### config.mk
export PLATFORM = sky130hd
export DESIGN_NAME = hex_run_length_decoder
export DESIGN_NICKNAME = d
export VERILOG_FILES = /design/src/hdl/hrld_pkg.sv /design/src/hdl/hrld_in_stage.sv /design/src/hdl/hrld_parser.sv /design/src/hdl/hex_run_length_decoder.sv
export SDC_FILE = /design/constraint.sdc
export NUM_CORES = 1
export LEC_CHECK = 0
export ABC_AREA = 1
export BUFFER_PORTS_ARGS = -buffer_cell sky130_fd_sc_hd__buf_2
export CAP_MARGIN = 40
export CORE_UTILIZATION = 50
export CTS_CLUSTER_SIZE = 30
export DETAILED_ROUTE_END_ITERATION = 8
export GPL_TIMING_DRIVEN = 0
export PLACE_DENSITY = 0.66
export SYNTH_ARGS = -nofsm -noshare
export SYNTH_HDL_FRONTEND = slang
export SYNTH_HIERARCHICAL = 1
export SYNTH_SLANG_ARGS = --single-unit
### constraint.sdc
create_clock -name clk -period 4.41 [get_ports clk]
set_input_delay 1.323 -clock clk [delete_from_list [all_inputs] [get_ports clk]]
set_output_delay 1.323 -clock clk [all_outputs]
set_load 0.02 [all_outputs]
### src/hdl/hrld_pkg.sv
// ----------------------------------------------------------------------------
// hrld_pkg
// Shared constants, types and the hex digit decode for the run-length decoder.
// ----------------------------------------------------------------------------
`timescale 1ns / 1ps
`default_nettype none

package hrld_pkg;

    localparam int CHAR_W       = 8;
    localparam int NIBBLE_W     = 4;
    localparam int VALUE_W      = 2 * NIBBLE_W;
    localparam int COUNT_W      = 32;
    localparam int COUNT_DIGITS = 8;
    localparam int DIGIT_CNT_W  = $clog2(COUNT_DIGITS + 1);

    localparam logic [CHAR_W-1:0] CHAR_OPEN_BRACKET = 8'h5B;

    typedef struct packed {
        logic [CHAR_W-1:0] char_code;
        logic              end_of_text;
    } char_beat_t;

    typedef struct packed {
        logic                is_hex;
        logic [NIBBLE_W-1:0] value;
    } hex_digit_t;

    function automatic hex_digit_t hex_decode(input logic [CHAR_W-1:0] c);
        hex_digit_t d;
        d.is_hex = 1'b0;
        d.value  = '0;
        if (c >= 8'h30 && c <= 8'h39)
        begin
            d.is_hex = 1'b1;
            d.value  = c[NIBBLE_W-1:0];
        end
        else if ((c >= 8'h41 && c <= 8'h46) || (c >= 8'h61 && c <= 8'h66))
        begin
            // 'a'/'A' has low nibble 1, so add 9 to land on 10
            d.is_hex = 1'b1;
            d.value  = c[NIBBLE_W-1:0] + NIBBLE_W'(9);
        end
        return d;
    endfunction

endpackage

`default_nettype wire

### src/hdl/hrld_in_stage.sv
// ----------------------------------------------------------------------------
// hrld_in_stage
// Input register: holds one character beat until the parser takes it.
// ----------------------------------------------------------------------------
`timescale 1ns / 1ps
`default_nettype none

module hrld_in_stage
(
    input  wire logic                        clk,
    input  wire logic                        rst_n,
    input  wire logic [hrld_pkg::CHAR_W-1:0] char_code,
    input  wire logic                        end_of_text,
    input  wire logic                        in_valid,
    output logic                             in_ready,
    output hrld_pkg::char_beat_t             beat,
    output logic                             beat_valid,
    input  wire logic                        beat_take
);
    import hrld_pkg::*;

    logic       valid_reg;
    char_beat_t beat_reg;

    assign in_ready   = !valid_reg || beat_take;
    assign beat       = beat_reg;
    assign beat_valid = valid_reg;

    always_ff @(posedge clk or negedge rst_n)
    begin
        if (!rst_n)
        begin
            valid_reg <= 1'b0;
        end
        else if (in_ready)
        begin
            valid_reg <= in_valid;
        end
    end

    always_ff @(posedge clk)
    begin
        if (in_valid && in_ready)
        begin
            beat_reg.char_code   <= char_code;
            beat_reg.end_of_text <= end_of_text;
        end
    end

endmodule

`default_nettype wire

### src/hdl/hrld_parser.sv
// ----------------------------------------------------------------------------
// hrld_parser
// Parse state machine and result register: one character per cycle while the result is not stalled.
// ----------------------------------------------------------------------------
`timescale 1ns / 1ps
`default_nettype none

module hrld_parser
(
    input  wire logic                         clk,
    input  wire logic                         rst_n,
    input  hrld_pkg::char_beat_t              beat,
    input  wire logic                         beat_valid,
    output logic                              beat_take,
    output logic [hrld_pkg::VALUE_W-1:0]      run_value,
    output logic [hrld_pkg::COUNT_W-1:0]      run_count,
    output logic                              text_ended,
    output logic                              out_valid,
    input  wire logic                         out_ready
);
    import hrld_pkg::*;

    typedef enum logic [1:0] {
        PH_IDLE,
        PH_HIGH,
        PH_PAIR,
        PH_COUNT
    } phase_t;

    phase_t                 phase_reg, phase_next;
    logic [NIBBLE_W-1:0]    nibble_reg, nibble_next;
    logic [VALUE_W-1:0]     pending_reg, pending_next;
    logic [COUNT_W-1:0]     count_reg, count_next;
    logic [DIGIT_CNT_W-1:0] digits_reg, digits_next;

    logic                   out_valid_reg, out_valid_next;
    logic [VALUE_W-1:0]     value_reg, value_next;
    logic [COUNT_W-1:0]     run_count_reg, run_count_next;
    logic                   ended_reg, ended_next;

    hex_digit_t hd;
    logic       emit;

    assign beat_take  = beat_valid && (!out_valid_reg || out_ready);
    assign hd         = hex_decode(beat.char_code);

    assign run_value  = value_reg;
    assign run_count  = run_count_reg;
    assign text_ended = ended_reg;
    assign out_valid  = out_valid_reg;

    always_comb
    begin
        phase_next     = phase_reg;
        nibble_next    = nibble_reg;
        pending_next   = pending_reg;
        count_next     = count_reg;
        digits_next    = digits_reg;
        emit           = 1'b0;
        value_next     = value_reg;
        run_count_next = run_count_reg;
        ended_next     = ended_reg;

        unique case (phase_reg)
            PH_IDLE:
            begin
                nibble_next = hd.is_hex ? hd.value : nibble_reg;
                phase_next  = hd.is_hex ? PH_HIGH : PH_IDLE;
            end
            PH_HIGH:
            begin
                if (hd.is_hex)
                begin
                    pending_next = {nibble_reg, hd.value};
                    phase_next   = PH_PAIR;
                end
                else
                begin
                    phase_next = PH_IDLE;
                end
            end
            PH_PAIR:
            begin
                if (beat.char_code == CHAR_OPEN_BRACKET)
                begin
                    count_next  = '0;
                    digits_next = '0;
                    phase_next  = PH_COUNT;
                end
                else
                begin
                    emit           = 1'b1;
                    value_next     = pending_reg;
                    run_count_next = COUNT_W'(1);
                    ended_next     = beat.end_of_text;
                    // the closing character is decoded afresh
                    nibble_next    = hd.is_hex ? hd.value : nibble_reg;
                    phase_next     = hd.is_hex ? PH_HIGH : PH_IDLE;
                end
            end
            PH_COUNT:
            begin
                if (hd.is_hex && (digits_reg < DIGIT_CNT_W'(COUNT_DIGITS)))
                begin
                    count_next  = {count_reg[COUNT_W-NIBBLE_W-1:0], hd.value};
                    digits_next = digits_reg + DIGIT_CNT_W'(1);
                end
                else
                begin
                    emit           = 1'b1;
                    value_next     = pending_reg;
                    run_count_next = count_reg;
                    ended_next     = beat.end_of_text;
                    phase_next     = PH_IDLE;
                end
            end
            default:
            begin
                phase_next = PH_IDLE;
            end
        endcase

        // flush a pending run on the last character, then clear the parse state
        if (beat.end_of_text)
        begin
            if (!emit && phase_next == PH_PAIR)
            begin
                emit           = 1'b1;
                value_next     = pending_next;
                run_count_next = COUNT_W'(1);
                ended_next     = 1'b1;
            end
            else if (!emit && phase_next == PH_COUNT)
            begin
                emit           = 1'b1;
                value_next     = pending_next;
                run_count_next = count_next;
                ended_next     = 1'b1;
            end
            phase_next   = PH_IDLE;
            nibble_next  = '0;
            pending_next = '0;
            count_next   = '0;
            digits_next  = '0;
        end

        if (beat_take)
        begin
            out_valid_next = emit;
        end
        else
        begin
            out_valid_next = out_valid_reg && !out_ready;
        end
    end

    always_ff @(posedge clk or negedge rst_n)
    begin
        if (!rst_n)
        begin
            phase_reg     <= PH_IDLE;
            nibble_reg    <= '0;
            pending_reg   <= '0;
            count_reg     <= '0;
            digits_reg    <= '0;
            out_valid_reg <= 1'b0;
            value_reg     <= '0;
            run_count_reg <= '0;
            ended_reg     <= 1'b0;
        end
        else
        begin
            out_valid_reg <= out_valid_next;
            if (beat_take)
            begin
                phase_reg   <= phase_next;
                nibble_reg  <= nibble_next;
                pending_reg <= pending_next;
                count_reg   <= count_next;
                digits_reg  <= digits_next;
                if (emit)
                begin
                    value_reg     <= value_next;
                    run_count_reg <= run_count_next;
                    ended_reg     <= ended_next;
                end
            end
        end
    end

endmodule

`default_nettype wire

### src/hdl/hex_run_length_decoder.sv
// ----------------------------------------------------------------------------
// hex_run_length_decoder
// Decodes hex text runs ("hh" or "hh[cccccccc") into value/count beats.
// ----------------------------------------------------------------------------
// channel | handshake           | payload
// in      | in_valid, in_ready  | char_code[7:0], end_of_text
// out     | out_valid, out_ready| run_value[7:0], run_count[31:0], text_ended
//
// one character per cycle sustained while out_ready holds; a run is presented
// once the character that closes it has passed the input register and the
// parse step into the result register
// rst_n clears parse state and both valid flags asynchronously
// a stalled result blocks the parser; an empty input register still takes one
// more beat, then in_ready drops until out_ready returns
// ----------------------------------------------------------------------------
`timescale 1ns / 1ps
`default_nettype none

module hex_run_length_decoder
(
    input  wire logic                         clk,
    input  wire logic                         rst_n,
    input  wire logic [hrld_pkg::CHAR_W-1:0]  char_code,
    input  wire logic                         end_of_text,
    input  wire logic                         in_valid,
    output logic                              in_ready,
    output logic [hrld_pkg::VALUE_W-1:0]      run_value,
    output logic [hrld_pkg::COUNT_W-1:0]      run_count,
    output logic                              text_ended,
    output logic                              out_valid,
    input  wire logic                         out_ready
);
    import hrld_pkg::*;

    char_beat_t beat;
    logic       beat_valid;
    logic       beat_take;

    hrld_in_stage u_in_stage
    (
        .clk         (clk),
        .rst_n       (rst_n),
        .char_code   (char_code),
        .end_of_text (end_of_text),
        .in_valid    (in_valid),
        .in_ready    (in_ready),
        .beat        (beat),
        .beat_valid  (beat_valid),
        .beat_take   (beat_take)
    );

    hrld_parser u_parser
    (
        .clk        (clk),
        .rst_n      (rst_n),
        .beat       (beat),
        .beat_valid (beat_valid),
        .beat_take  (beat_take),
        .run_value  (run_value),
        .run_count  (run_count),
        .text_ended (text_ended),
        .out_valid  (out_valid),
        .out_ready  (out_ready)
    );

endmodule

`default_nettype wire

==> results.toml, run 1 <==
[power_and_ir_drop]
vdd_drop_max_uv = 184
power.density_nw_per_um2 = 375
switching_share_pct = 36.3
p_switching_mw = 0.985
p_int_mw = 1.73
p_leak_nw = 3.45
combPwrFrac_pct = 28.8
clock_power_share_pct = 28.3
power_mw = 2.71
seqPwrFrac_pct = 42.9

[timing]
worstMarginPinSlew_ns = 0.819
period_minus_slack_ns = 4.14
hold_viol_final = 0
setup_viol = 0
setup_ws_ns = 0.269
period_share_pct = 93.9
tns_ns = 0
slew_headroom_pct = 45.4
fin_skew_ns = 0.00667
clock.fmax_ghz = 0.241
rsz0062_at_grt = "no"
drv_slew = 0
whs_ns = 0.488

[critical_path]
critPathMaxStageDelay_ns = 0.39
startpoint = "out_ready"
critPathTopFamily = "buffers and inverters"
cp_max_fo = 10
cp_data_required_time_ns = 3.09
r2r_start = "u_in_stage/beat[1]"
end_kind = "output port"
crit_arrival_ns = 2.82
path_buf_inv = 5
reg2reg_slack_ns = 1.83
crit_path_start_kind = "input pin"
critPathSlowestCell = "o21ai_1"
crit_chain = "buf_2 > o21ai_1 > inv_1 > clkbuf_1 > inv_1 > nand2_1 > buf_2"
crit_type = "in -> out"

[route]
drc = 0
vias = 6660
routedWlPerCell_um = 17.6
drtAntennaViolNets = 0
drt-total-wl_um = 20500
drtIter0Drc = 703
dr.pass1.iters = 5
via_per_inst = 5.70

[synth]
yosysWarnings = 6
ys_seq_area_share_pct = 40.3
ys_types = 35
synthArstFlopShare_pct = 91.2
ys_ff_latch = 102
yosysTopAreaCellShare_pct = 36.1
synthesis.area_um2 = 6440
synth.net_count = 942
synth-edff-count = 9
synth_flop_cell = "dfrtp_1"
syn_avg_cell_area_um2 = 6.96
synth_top_area_cell = "dfrtp_1"
synthCells = 925
synthTopCellsByArea = "dfrtp_1 36%, nand2_1 12%, o21ai_0 8.1%"

[global_routing]
grt_pass1_vias = 6092
grt_antenna_before_repair = 0
grt_first_pass_wirelength_um = 32700
grt_use_total_pct = 32.8
grt_max_degree = 60
grt_remaining_overflow = 0

[placed_design]
placed_area_um2 = 6960
place_congestion = 0.940
dpl.cell_count = 1153
numPortBuffers = 55
pre_cts_ws_ns = 0.0794
place_hpwl_um = 14900

[cells_and_area]
drive_above_1_share_pct = 13.4
synthToLayoutAreaGrowth_pct = 12.3
fin_util_pct = 57.6
fin_cells = 1169
register_area_um2 = 2600
multiInputGateArea_um2 = 3180
final_cell_area_um2 = 7230
diodes = 0
nNetsFinal = 1009
nFillCells = 1291

[clock_tree]
cts_tree = "built"
cts.sinks = 102
root_buffer = "clkbuf_16"
cts_hold_buf = 0
clkLatencyLatePin_ns = 0.36
cts_buffers = 9
max-clock-path-buffers = 2
htreeDepth = 3
path_clk_slew_ns = 0.07

[die]
start_util_pct = 51.2
die_height_um = 115
coreArea_um2 = 12600
die_area_um2 = 13300
floorplan.rows = 41
die_w_um = 115
ioPinCount = 56

[min_path]
holdCritPathClass = "reg -> reg"
hp-start = "u_parser/nibble_reg[3]"

[run]
max-cap-violations = 0

[run_status]
outcome = "finished clean"
==> final timing paths <==
kind	to	depth (start not counted)
setup / recovery	in_ready	7
hold / removal	u_parser/nibble_reg[3]	2
setup reg to reg	u_parser/run_count[3]	10
hold reg to reg	u_parser/nibble_reg[3]	2
max in group asynchronous	u_parser/count_reg[25]	2
min in group asynchronous	u_parser/run_value[4]	1
==> power by group through the flow <==
stage	clock, mW	combinational [mW]	sequential, mW
2_1_floorplan	0	0.409	1.31
3_3_place_gp	0	0.759	1.18
3_5_place_dp	0	0.771	1.18
4_1_cts	0.782	0.774	1.17
5_1_grt	0.827	0.877	1.18
6_report	0.766	0.780	1.16
==> metal layers <==
layer	wire, µm	global-route usage, %	vias up
met5	0	0	-
li1	-	-	3210
met4	617	15.1	0
met1	9220	46.7	3068
met3	2030	7.64	49
met2	8670	47.0	333
==> cells by family (layout without fill, tap and decap cells) <==
logic type,count (synthesis),count (layout),synth area share (%)
flops,102,102,40.3
xor+xnor,2,2,0.272
fa+ha+maj,4,4,0.777
compound gates,211,211,17.6
simple gates,448,448,30.7
buf+inv,158,230,10.3
==> cell usage after synthesis (2+ instances only) <==
cell,n
buf_6,3
a21oi_1,61
nor2_1,79
inv_2,9
a21oi_2,6
buf_4,6
clkbuf_1,27
dfrtp_1,93
xor2_1,2
buf_2,18
buf_1,2
inv_1,88
edfxtp_1,9
a21boi_0,4
nand2_1,212
o22ai_1,19
nor2_2,6
nand2_2,8
o21ai_0,104
o21bai_1,2
clkinv_1,4
ha_1,4
o211ai_1,4
o21ai_1,8
nand3_1,92
nand4_1,45
o21ai_2,2
==> cell usage in the layout, fill, tap and decap left out, types with 2 or more instances in the layout <==
cell,n
a21boi_0,4
o21ai_1,9
edfxtp_1,9
nor2_2,6
clkinvlp_4,4
o211ai_1,4
buf_1,2
buf_4,7
nor2_1,79
a21oi_1,61
buf_6,3
inv_2,9
clkinv_1,4
inv_1,88
nand2_2,8
a21oi_2,6
clkbuf_16,9
nand4_1,45
o21ai_2,2
o22ai_1,19
o21ai_0,103
dfrtp_1,93
nand2_1,212
ha_1,4
nand3_1,92
clkbuf_1,27
clkinv_2,2
o21bai_1,2
xor2_1,2
buf_2,72
==> repair_timing <==
item | CTS | global route
setup buffers | 0 | 0
resized for setup | 0 | 1
endpoints found under the setup margin | 0 | 1
==> worst register-to-register path: cells and delay by family, from the launching register on <==
kind,cells,cell delay [ns]
buffers and inverters,2,0.34
AOI/OAI and AO/OA,1,0.15
adders and majority gates,1,0.23
and+or+nand+nor,6,1.37
DFF,1,0.43
==> final cells by class <==
class | count | share of cell area [%]
well taps | 172 | 2.98
repair buffers | 56 | 4.22
clock inverters | 7 | 0.675
clock buffers | 9 | 3.11
inverters | 101 | 5.24
plain buffers | 57 | 3.91
multi-input cells | 665 | 44.0
flip-flops and latches | 102 | 35.9
Note: power is estimated with default switching activity, not from simulation.
==> run 2, diff against run 1 <==
Settings changed: ABC_AREA 1 to unset, CTS_BUF_LIST set to sky130_fd_sc_hd__clkbuf_16, PLACE_DENSITY 0.66 to 0.7.
==> run 2 against run 1 <==
Clock-buffer cell count unchanged. Final cell count down 37%. Worst setup slack better by 0.12 ns. Critical path type unchanged. Highest routed layer unchanged.
==> results.toml, run 2 <==
[run_status]
outcome = "finished clean"

[cells_and_area]
mostFrequentLayoutCells = "93 x dfrtp_1, 61 x buf_2, 60 x o21ai_0, 57 x nand2_1, 44 x a22o_1"
fin_cells = 732
nNetsFinal = 608
fin_util_pct = 58.9
mostFrequentLayoutCell = "dfrtp_1"
synthToLayoutAreaGrowth_pct = 14.6
diodes = 0
drive_above_1_share_pct = 15.4

[critical_path]
end_kind = "output port"
crit_path_start_kind = "input pin"
startpoint = "out_ready"
cp_max_fo = 16
crit_type = "in -> out"
crit_arrival_ns = 2.70
r2r_start = "u_in_stage/beat[2]"
cp_data_required_time_ns = 3.09

[power_and_ir_drop]
p_switching_mw = 0.555
power_mw = 2.06
p_leak_nw = 2.72
seqPwrFrac_pct = 49.5
power.density_nw_per_um2 = 339
clock_power_share_pct = 39.5
combPwrFrac_pct = 11.0
switching_share_pct = 26.9
p_int_mw = 1.50
vdd_drop_max_uv = 188

[die]
start_util_pct = 51.4
ioPinCount = 56
floorplan.rows = 37
die_w_um = 105
die_area_um2 = 11000
coreArea_um2 = 10300
die_height_um = 105

[clock_tree]
cts_buffers = 9
postCtsSetupRepairBufs = 0
max-clock-path-buffers = 2
clkLatencyLatePin_ns = 0.36
cts_hold_buf = 0
path_clk_slew_ns = 0.07
htreeDepth = 3
cts.sinks = 102
cts_resized = 0
root_buffer = "clkbuf_16"
cts_tree = "built"

[synth]
synth-edff-count = 9
synthTopCellsByArea = "dfrtp_1 44%, a22o_1 7.3%, o21ai_0 5.7%"
ys_ff_latch = 102
synth.most_common_cell = "dfrtp_1"
yosysWarnings = 6
yosysTopAreaCellShare_pct = 43.9
synth_commonest_cells = "93 x dfrtp_1, 60 x o21ai_0, 57 x nand2_1"
ys_types = 59
synthesis.area_um2 = 5300
ys_seq_area_share_pct = 49.0
synth_flop_cell = "dfrtp_1"
synth.net_count = 542
synthArstFlopShare_pct = 91.2
synthCells = 525
syn_avg_cell_area_um2 = 10.1
synth_top_area_cell = "dfrtp_1"

[placed_design]
place_congestion = 0.927
numPortBuffers = 55
dpl.cell_count = 717
pre_cts_ws_ns = 0.138
place_hpwl_um = 10200

[min_path]
holdCritPathClass = "reg -> reg"
hp-start = "u_parser/run_value[2]"

[timing]
worstMarginPinSlew_ns = 0.866
period_share_pct = 91.1
fin_skew_ns = 0.0126
tns_ns = 0
setup_viol = 0
hold_viol_final = 0
setup_ws_ns = 0.390
slew_headroom_pct = 42.0
drv_slew = 0
period_minus_slack_ns = 4.02
rsz0062_at_grt = "no"
clock.fmax_ghz = 0.249

[global_routing]
grt_pass1_vias = 4448
grt_max_degree = 59
grt_use_total_pct = 28.1
grt_antenna_before_repair = 0
grt_remaining_overflow = 0
grt_first_pass_wirelength_um = 23800

[route]
vias = 4671
dr.pass1.iters = 7
drtAntennaViolNets = 0
drtIter0Drc = 539
drc = 0
routedWlPerCell_um = 19.8
via_per_inst = 6.38
drt-total-wl_um = 14500

[run]
max-cap-violations = 0
-- run 2: cell types whose count changed after synthesis, sizes merged, moves of 16 or more --
cell,delta
nand2,-163
inv,-91
nand3,-87
nor2,-68
o21ai,-53
a22o,+44
nand4,-43
a21oi,-41
buf,-19
mux2i,+18
o22ai,-17
a21o,+16
a221oi,+16
and2,+16
-- run 2: layout make-up --
type                    count  area (µm²)
well taps                 136         170
flip-flops and latches    102        2600
repair buffers             56         305
plain buffers              39         170
clock buffers               9         225
clock inverters             7        75.1
fillers                   913        4250
multi-input cells         377        2510
inverters                   6        22.5
-- run 2: metal layers --
| metal | global-route usage, % | up-vias | part of all wire [%] |
|---|---|---|---|
| met5 | 0 | - | 0 |
| met4 | 12.6 | 0 | 3.2 |
| met1 | 40.1 | 2275 | 45 |
| met3 | 4.99 | 36 | 7.9 |
| li1 | - | 2140 | - |
| met2 | 41.8 | 220 | 44 |
-- run 2: through the flow --
step           hold WS [ns]  area [µm²]
6_report              0.474        6080
5_1_grt               0.506        6080
4_1_cts               0.483        6080
3_5_place_dp          0.468        5780
3_3_place_gp          0.460        5750
2_1_floorplan         0.466        5300
-- run 2: worst paths after layout --
path                            depth (start not counted)                    end  slack, ns
worst max-delay path                                    6               in_ready       0.39
worst min-delay path                                    2  u_parser/run_value[2]       0.47
worst max register to register                          9  u_parser/run_count[3]       1.22
worst min register to register                          2  u_parser/run_value[2]       0.47
max in group asynchronous                               2  u_parser/run_count[7]       2.83
min in group asynchronous                               1  u_parser/phase_reg[1]       0.93
-- run 2: cells by family (layout without fill, tap and decap cells) --
logic type,after synthesis,in the layout,synth area share (%)
flops,102,102,49.0
mux,19,19,3.61
fa+ha+maj,4,4,0.944
simple gates,132,132,12.7
compound gates,221,221,29.9
xor+xnor,1,1,0.165
buf+inv,46,117,3.70
-- run 2: power groups by stage --
stage / clock network (mW) / registers, mW / logic (mW)
6_report: 0.814 / 1.02 / 0.227
5_1_grt: 0.865 / 1.03 / 0.248
4_1_cts: 0.824 / 1.02 / 0.228
3_5_place_dp: 0 / 1.04 / 0.227
3_3_place_gp: 0 / 1.03 / 0.219
2_1_floorplan: 0 / 1.06 / 0.107
-- run 2: worst max-delay path: stages --
cell	delay, ns
buf_2	0.07
nand2b_1	0.10
nand2_1	0.26
inv_1	0.53
nand2b_4	0.25
buf_2	0.16
